==> src/rtl/mtrd_pkg.sv <==
// shared constants, types and helpers for the ranged twister draw block
package mtrd_pkg;

   localparam int STATE_WORDS = 624;
   localparam int IDX_W = $clog2(STATE_WORDS + 1);
   localparam int ADDR_W = $clog2(STATE_WORDS);
   localparam int TW_MID = 397;

   localparam logic [31:0] TW_MATRIX = 32'h9908_B0DF;
   localparam logic [31:0] SEED_MULT = 32'd1812433253;
   localparam logic [31:0] DEFAULT_SEED = 32'd5489;
   localparam logic [31:0] FNV_BASIS = 32'd2166136261;
   localparam logic [31:0] FNV_PRIME = 32'h0100_0193;
   localparam logic [7:0] BYTE_MASK = 8'hFF;
   localparam int FOLD_BYTES = 8;

   localparam logic CMD_DRAW = 1'b0;
   localparam logic CMD_RESEED = 1'b1;

   typedef enum logic [3:0] {
      ST_SEED_INIT,
      ST_SEED_MUL,
      ST_SEED_WR,
      ST_IDLE,
      ST_TW_START,
      ST_TW_LOAD,
      ST_TW_RUN,
      ST_RD,
      ST_TEMPER,
      ST_SCALE,
      ST_FOLD_GO,
      ST_FOLD_WAIT,
      ST_DONE
   } state_type;

   typedef struct packed {
      logic start;
      logic clear;
   } fold_ctrl_type;

   function automatic logic [31:0] temper(input logic [31:0] w);
      logic [31:0] y;
      y = w ^ (w >> 11);
      y = y ^ ((y << 7) & 32'h9D2C_5680);
      y = y ^ ((y << 15) & 32'hEFC6_0000);
      y = y ^ (y >> 18);
      return y;
   endfunction

   // address wrap for values below twice the table size
   function automatic logic [ADDR_W-1:0] wrap_addr(input logic [ADDR_W:0] a);
      logic [ADDR_W:0] r;
      r = (a >= (ADDR_W+1)'(STATE_WORDS)) ? a - (ADDR_W+1)'(STATE_WORDS) : a;
      return r[ADDR_W-1:0];
   endfunction

endpackage

==> src/rtl/mtrd_fold.sv <==
// fnv-1a checksum folding one byte per cycle
module mtrd_fold
   import mtrd_pkg::*;
(
   input  logic          clock,
   input  logic          reset,
   input  fold_ctrl_type ctrl,
   input  logic [31:0]   value,
   output logic          busy,
   output logic [31:0]   checksum
);
   logic [31:0] sum_ff, sum_in;
   logic [31:0] val_ff, val_in;
   logic [3:0]  cnt_ff, cnt_in;
   logic        busy_ff, busy_in;

   always_comb begin
      sum_in = sum_ff;
      val_in = val_ff;
      cnt_in = cnt_ff;
      busy_in = busy_ff;
      if (ctrl.clear) begin
         sum_in = FNV_BASIS;
      end else if (ctrl.start) begin
         val_in = value;
         cnt_in = '0;
         busy_in = 1'b1;
      end else if (busy_ff) begin
         // upper four bytes of the zero-extended value come in as zeros
         sum_in = 32'((sum_ff ^ {24'd0, val_ff[7:0] & BYTE_MASK}) * FNV_PRIME);
         val_in = val_ff >> 8;
         cnt_in = cnt_ff + 4'd1;
         if (cnt_ff == 4'(FOLD_BYTES - 1)) busy_in = 1'b0;
      end
   end

   always_ff @(posedge clock) begin
      if (reset) begin
         sum_ff <= FNV_BASIS;
         cnt_ff <= '0;
         busy_ff <= 1'b0;
      end else begin
         sum_ff <= sum_in;
         cnt_ff <= cnt_in;
         busy_ff <= busy_in;
      end
      val_ff <= val_in;
   end

   assign busy = busy_ff;
   assign checksum = sum_ff;
endmodule
==> config.mk <==
export PLATFORM = sky130hd
export DESIGN_NAME = mtrd_fold
export DESIGN_NICKNAME = d
export VERILOG_FILES = /design/src/rtl/mtrd_pkg.sv /design/src/rtl/mtrd_fold.sv
export SDC_FILE = /design/constraint.sdc
export NUM_CORES = 1
export LEC_CHECK = 0
export BUFFER_PORTS_ARGS = -buffer_cell sky130_fd_sc_hd__buf_2
export CAP_MARGIN = 15
export CORE_ASPECT_RATIO = 1.25
export CORE_MARGIN = 2
export CORE_UTILIZATION = 65
export CTS_BUF_LIST = sky130_fd_sc_hd__clkbuf_2
export DETAILED_ROUTE_END_ITERATION = 8
export PLACE_DENSITY = 0.86
export SYNTH_ARGS = -nofsm -noshare
export SYNTH_HDL_FRONTEND = slang
export SYNTH_SLANG_ARGS = --single-unit
==> constraint.sdc <==
create_clock -name clock -period 8.6 [get_ports clock]
set_input_delay 0.86 -clock clock [delete_from_list [all_inputs] [get_ports clock]]
set_output_delay 0.86 -clock clock [all_outputs]
set_load 0.01 [all_outputs]
==> summary.md, run 1 <==
| Metric | Value |
|---|---|
| Maxcap violations | `0` |
| Setup Buffers After CTS | `0` |
| Die X | `105 um` |
| Worst-path cell chain | `xor2_1, ha_1, ha_1, fa_1, ha_1, inv_1, fa_1, inv_1, ha_1, inv_1, fa_1, inv_1, ha_1, and2_2, nand4_1, o311a_1, nor2_2, a31oi_1, o21ai_1, xor2_1, a22o_1` |
| Run status | `finished, final reports clean` |
| Final hold violation count | `0` |
| Dpl cells | `roughly 1100` |
| Reg clk slew, reported paths | `270 ps` |
| First-pass GRT wire length | `around 30000 um` |
| Clk buf depth | `2` |
| Initial antenna violation count | `0` |
| Core area | `between 10000 and 15000 um2` |
| Fmax | `about 180 MHz` |
| FF+latch area | `1700 um2` |
| Post-Syn Area | `8260 um2` |
| Area grow syn2layout | `7.54%` |
| Worst setup EP type | `flop` |
| Final HPWL DP | `approximately 15000 um` |
| Ports | `69` |
| GRT Residual Overflow | `0` |
| IO buf count | `between 60 and 70` |
| Starting density of the core | `between 60% and 70%` |
| Skew final | `around 45 ps` |
| Post-synthesis sequential area ratio | `between 20% and 30%` |
| Number of global-route vias before repair | `roughly 6300` |
| CP peak stage delay | `620 ps` |
| Final period util | `66.4%` |
| Startpoint Class | `flop` |
| Post-layout min period | `about 5700 ps` |
| Num CTS Buffers | `9` |
| DRC viols | `0` |
| Main synth FF type | `dfxtp_1` |
| Root Driver | `clkbuf_2` |
| Via count | `6055` |
| GRT Total Usage | `about 28%` |
| CP max stage cell | `xor2_1` |
| Flip-flop and latch count after synthesis | `slightly below 70` |
| Synth Instances | `831` |
| RSZ-0062 raised after global routing | `no` |
| Worst slew pin tran | `around 1200 ps` |
| CTS sink count | `between 60 and 70` |
| Slew HR | `a little over a fifth` |
| Synth Warn # | `0` |
| Final setup violation count | `0` |
| Most Frequent Cell on Critical Path | `ha_1` |
| CP Max Fanout | `6` |
| Routability cong. | `~0.95` |
| Delay-heaviest family, CP | `adder cells` |
| Fraction of layout cells with a size suffix above 1 | `approximately 14%` |
| Vias/cell | `roughly 5.7` |
| Fin cells | `between 1000 and 1500` |
| CP bufs+invs | `4` |
| Row Count | `46` |
| EDFF count, synth | `32` |
| Fill count | `roughly 940` |
| Pre-antenna DRT Iters | `4` |
| Ant diodes | `0` |
| Yosys cell types | `49` |
| Fin. max-slew vios | `0` |
| Worst Path Arrival | `6230 ps` |
| Routed WL per cell | `approximately 17 um` |
| Area of the multi-input gates | `roughly 5800 um2` |
| Syn_nets | `about 1100` |
| Cts hold-fix bufs | `0` |
| Clk Latency, worst-skew pair | `~570 ps` |
| Htree depth | `3` |
| Synth Area per Inst | `approximately 9.9 um2` |
| Largest net degree at the start of global routing | `38` |
| Final TNS setup | `0 ps` |
| TritonCTS clock tree | `done` |
| Worst hold path class | `in2reg` |
| Routed WL | `~18000 um` |
| CTS resizes | `0` |
| Post-route ant nets | `0` |
| WS Path Type | `reg2reg` |
| DRT iter0 DRCs | `between 200 and 250` |
| Die height | `about 130 um` |
| Die ar. | `about 14000 um2` |
| Hold WS | `about 480 ps` |
| CP required | `a little over 9000 ps` |
| Async SR Flop Fraction | `0%` |
| Layout Nets | `between 1000 and 1500` |
worst paths after layout:
path	start	endpoint	slack (ps)	depth (start not counted)
worst min-delay path	reset	busy	480	2
worst max-delay path	val_ff[5]	checksum[30]	2890	21
worst max register to register	val_ff[5]	checksum[30]	2890	21
worst min register to register	checksum[3]	checksum[3]	520	2
sequential cells by signal (all words and copies together), names as in the netlist:
signal	cells
val_ff	32
cnt_ff	4
busy	1
checksum	32
per-stage QoR:
stage	setup WS (ps)	area, um2	utilization [%]
floorplan	3370	8260	-
global placement	3020	8780	70.0
detailed placement	2950	8780	70.0
CTS	2900	8880	70.8
global route	2620	8880	70.8
finish	2890	8880	70.8
per-layer routing:
| layer | part of all wire, % | vias up | wire [um] | track usage (%) |
|---|---|---|---|---|
| li1 | - | 2888 | - | - |
| met1 | 39 | 2913 | 6930 | 31.6 |
| met2 | 52 | 200 | 9200 | 51.7 |
| met3 | 5.6 | 54 | 997 | 4.20 |
| met4 | 4.0 | 0 | 716 | 12.2 |
| met5 | 0 | - | 0 | 0 |
Yosys cell counts (4+ instances only):
library cell  number  share of area (%)
fa_1              74                 18
and2_1            12               0.91
xnor2_1           34                3.6
a21oi_1           40                2.4
a211oi_1           6               0.55
o21ai_0           14               0.85
nor2_1            22                1.0
o21ai_1            6               0.36
nor3_1             8               0.48
edfxtp_1          32                 12
xor2_1            23                2.4
nand2_1           46                2.1
nand3_1            5               0.30
and3_1             5               0.38
a21o_1             7               0.64
dfxtp_1           37                9.0
inv_1            179                8.1
a31oi_1            5               0.38
ha_1             182                 28
mux2_2            24                3.3
o211ai_1          11                1.0
a211o_1            4               0.42
clkbuf_1          14               0.64
placed cells by master (no fill, tap or decap), types with 7 or more instances in the layout:
master and count:
ha_1 182, inv_1 179, fa_1 74, buf_2 68, nand2_1 46, a21oi_1 40, dfxtp_1 37, xnor2_1 34
edfxtp_1 32, mux2_2 24, xor2_1 23, nor2_1 22, o21ai_0 14, and2_1 12, o211ai_1 11, clkbuf_2 9
nor3_1 8, a21o_1 7
final cells by class:
type	instances	share of cell area (%)
Clock buffer	9	0.507
Inverter	179	7.56
Sequential cell	69	19.2
Clock inverter	7	0.704
Tap cell	168	2.37
Multi-Input combinational cell	568	65.6
Timing Repair Buffer	71	4.08
cell families (layout without fill, tap and decap cells):
kind of cell             Yosys count  after routing  synth area share (%)
adder cells (fa/ha/maj)          256            256                  45.5
buffers and inverters            194            266                  8.83
AND/OR/NAND/NOR                  117            117                  6.72
AO/OA/AOI/OAI                    114            114                  9.04
flip-flops                        69             69                  20.6
XOR/XNOR                          57             57                  6.04
multiplexers                      24             24                  3.27
Power of run 1 is left out: the tool's default activity adds up to more than one toggle a clock period on the data nets, which glitch-free logic cannot reach.
==> run 2, diff against run 1 <==
--- a/config.mk
+++ b/config.mk
@@ -9,10 +9,10 @@
 export CAP_MARGIN = 15
 export CORE_ASPECT_RATIO = 1.25
 export CORE_MARGIN = 2
-export CORE_UTILIZATION = 65
+export CORE_UTILIZATION = 57
 export CTS_BUF_LIST = sky130_fd_sc_hd__clkbuf_2
 export DETAILED_ROUTE_END_ITERATION = 8
-export PLACE_DENSITY = 0.86
+export PLACE_DENSITY = 0.8
 export SYNTH_ARGS = -nofsm -noshare
 export SYNTH_HDL_FRONTEND = slang
 export SYNTH_SLANG_ARGS = --single-unit
==> constraint.sdc (replaced) <==
create_clock -name clock -period 4.7 [get_ports clock]
set_input_delay 0.47 -clock clock [delete_from_list [all_inputs] [get_ports clock]]
set_output_delay 0.47 -clock clock [all_outputs]
set_load 0.01 [all_outputs]
==> run 2 against run 1 <==
- the flow now finishes with violations (negative setup slack)
- largest cell class unchanged
- via count grew 10%
- wire length grew 22%
- first-iteration DRC count grew 28%
- die area grew 14%
==> summary.md, run 2 (synthesis results as in run 1) <==
| Metric | Value |
|---|---|
| Worst hold path class | `in2reg` |
| Hold_sp | `reset` |
| Largest net degree at the start of global routing | `38` |
| Initial antenna violation count | `0` |
| Pre-CTS setup slack | `-406 ps` |
| Maxcap violations | `0` |
| Final TNS setup | `-7030 ps` |
| Die height | `about 140 um` |
| Vias/cell | `~5.6` |
| Ant diodes | `0` |
| CP required | `~5200 ps` |
| First-pass GRT wire length | `34300 um` |
| Worst-path cell chain | `xor2_4, buf_6, ha_4, ha_4, fa_1, ha_2, fa_1, ha_1, inv_2, fa_1, inv_2, ha_4, o211ai_1, nand3b_1, buf_4, o2111ai_4, nand2_1, nand4_1, o211ai_1, o21ai_1, xnor2_1, a22o_1` |
| Most frequent cells in the layout | `166 x inv_1, 147 x ha_1, 112 x buf_4, 71 x fa_1, 68 x buf_2` |
| GRT Residual Overflow | `0` |
| Worst r2r path cells | `22` |
| Layout Nets | `1307` |
| Area of the multi-input gates | `~6500 um2` |
| Reg clk slew, reported paths | `roughly 260 ps` |
| Fill count | `slightly above 900` |
| Clk buf depth | `2` |
| Clk Latency, worst-skew pair | `about 590 ps` |
| Pre-antenna DRT Iters | `5` |
| Worst setup EP type | `flop` |
| WS Path Type | `reg2reg` |
| CP max stage cell | `edfxtp_1` |
| Fin. max-slew vios | `0` |
| Final setup violation count | `20` |
| Hold WS | `around 93 ps` |
| CTS sink count | `slightly below 70` |
| Routed WL per cell | `between 15 and 20 um` |
| Fraction of layout cells with a size suffix above 1 | `between 30% and 40%` |
| DRC viols | `0` |
| Most common library cell in the layout ignoring fill and taps | `inv_1` |
| Row Count | `slightly below 50` |
| Worst Path Arrival | `roughly 5800 ps` |
| TritonCTS clock tree | `done` |
| R2r startpoint | `val_ff[3]` |
| Final WS setup | `-528 ps` |
| Final HPWL DP | `approximately 17000 um` |
| Starting density of the core | `roughly 58%` |
| Fmax | `roughly 190 MHz` |
| RSZ-0062 raised after global routing | `yes` |
| Cts hold-fix bufs | `0` |
| Fin util | `between 70% and 80%` |
| Post-layout min period | `~5200 ps` |
| Worst hold stages | `2` |
| Die X | `roughly 110 um` |
| Core area | `14300 um2` |
| Root Driver | `clkbuf_2` |
| Run status | `finished with violations` |
| Post-route ant nets | `0` |
| Number of global-route vias before repair | `around 7200` |
| Worst slew pin tran | `~1200 ps` |
| Die ar. | `~15000 um2` |
| Routability cong. | `0.939` |
| CP peak stage delay | `roughly 520 ps` |
| Startpoint Class | `flop` |
| Worst R2R End | `checksum[29]` |
| Skew final | `28.9 ps` |
| Flop2flop setup slack | `-530 ps` |
| GRT Total Usage | `28.0%` |
| Via count | `around 6700` |
| CP bufs+invs | `4` |
| IO buf count | `68` |
| Routed WL | `21800 um` |
| DRT iter0 DRCs | `about 300` |
| FF+latch area | `1730 um2` |
| Area grow syn2layout | `27.5%` |
| Min-Delay Endpoint | `cnt_ff[2]` |
| Htree depth | `3` |
| Final period util | `111%` |
| CP Max Fanout | `3` |
| Failing checks | `negative setup slack` |
| Delay-heaviest family, CP | `adder cells` |
| Slew HR | `18.6%` |
| Num CTS Buffers | `9` |
| Final hold violation count | `0` |
| Ports | `69` |
-- run 2: cell types whose count changed in the layout (fill, tap and decap cells not counted), moves of 10 or more --
cell,delta
buf_4,+109
dfxtp_2,+13
a21oi_2,+10
ha_2,+13
ha_1,-35
dfxtp_1,-15
inv_2,+13
a21oi_1,-11
o21ai_0,-10
ha_4,+22
inv_1,-13
-- run 2: worst max path at each step --
stage                    to  slack, ps      start  depth (start not counted)
2_1_floorplan  checksum[25]       -140  val_ff[5]                         21
3_3_place_gp   checksum[23]       -280  val_ff[6]                         21
3_5_place_dp   checksum[30]       -410  val_ff[6]                         19
4_1_cts        checksum[30]       -290  val_ff[6]                         21
5_1_grt        checksum[29]       -650  val_ff[3]                         22
6_report       checksum[29]       -530  val_ff[3]                         22
-- run 2: cell type report --
class | instances | share of cell area (%)
flip-flops and latches | 69 | 16.4
repair buffers | 188 | 12.1
inverters | 179 | 6.38
clock buffers | 9 | 0.428
clock inverters | 7 | 0.618
multi-input cells | 568 | 62.0
well taps | 178 | 2.11
-- run 2: worst reg2reg max path, cell delays in order, from the launching register on --
cell	delay, ps
edfxtp_1	520
xor2_4	220
buf_6	130
ha_4	270
ha_4	210
fa_1	520
ha_2	170
fa_1	420
ha_1	310
inv_2	40
fa_1	510
inv_2	50
ha_4	280
o211ai_1	90
nand3b_1	160
buf_4	150
o2111ai_4	120
nand2_1	110
nand4_1	170
o211ai_1	270
o21ai_1	130
xnor2_1	140
a22o_1	190
-- run 2: per-layer routing --
layer  GRT usage, %  vias to the layer above  wire, um
met3           4.81                       96      1030
met2           51.3                      233     11300
met4           15.4                        0      1350
met1           30.4                     3223      8120
met5              0                        -         0
li1               -                     3125         -
-- run 2: what timing repair did --
action,4_1_cts,5_1_grt
setup endpoints to repair,19,20
resized for setup,91,29
buffers inserted,16,5
pin swaps,76,34
-- run 2: per-stage QoR --
stage          instances  cell area, um2
2_1_floorplan        831            8440
3_3_place_gp        1162            9690
3_5_place_dp        1162            9690
4_1_cts             1193           10400
5_1_grt             1198           10500
6_report            1198           10500
Power of run 2 is left out for the same reason.
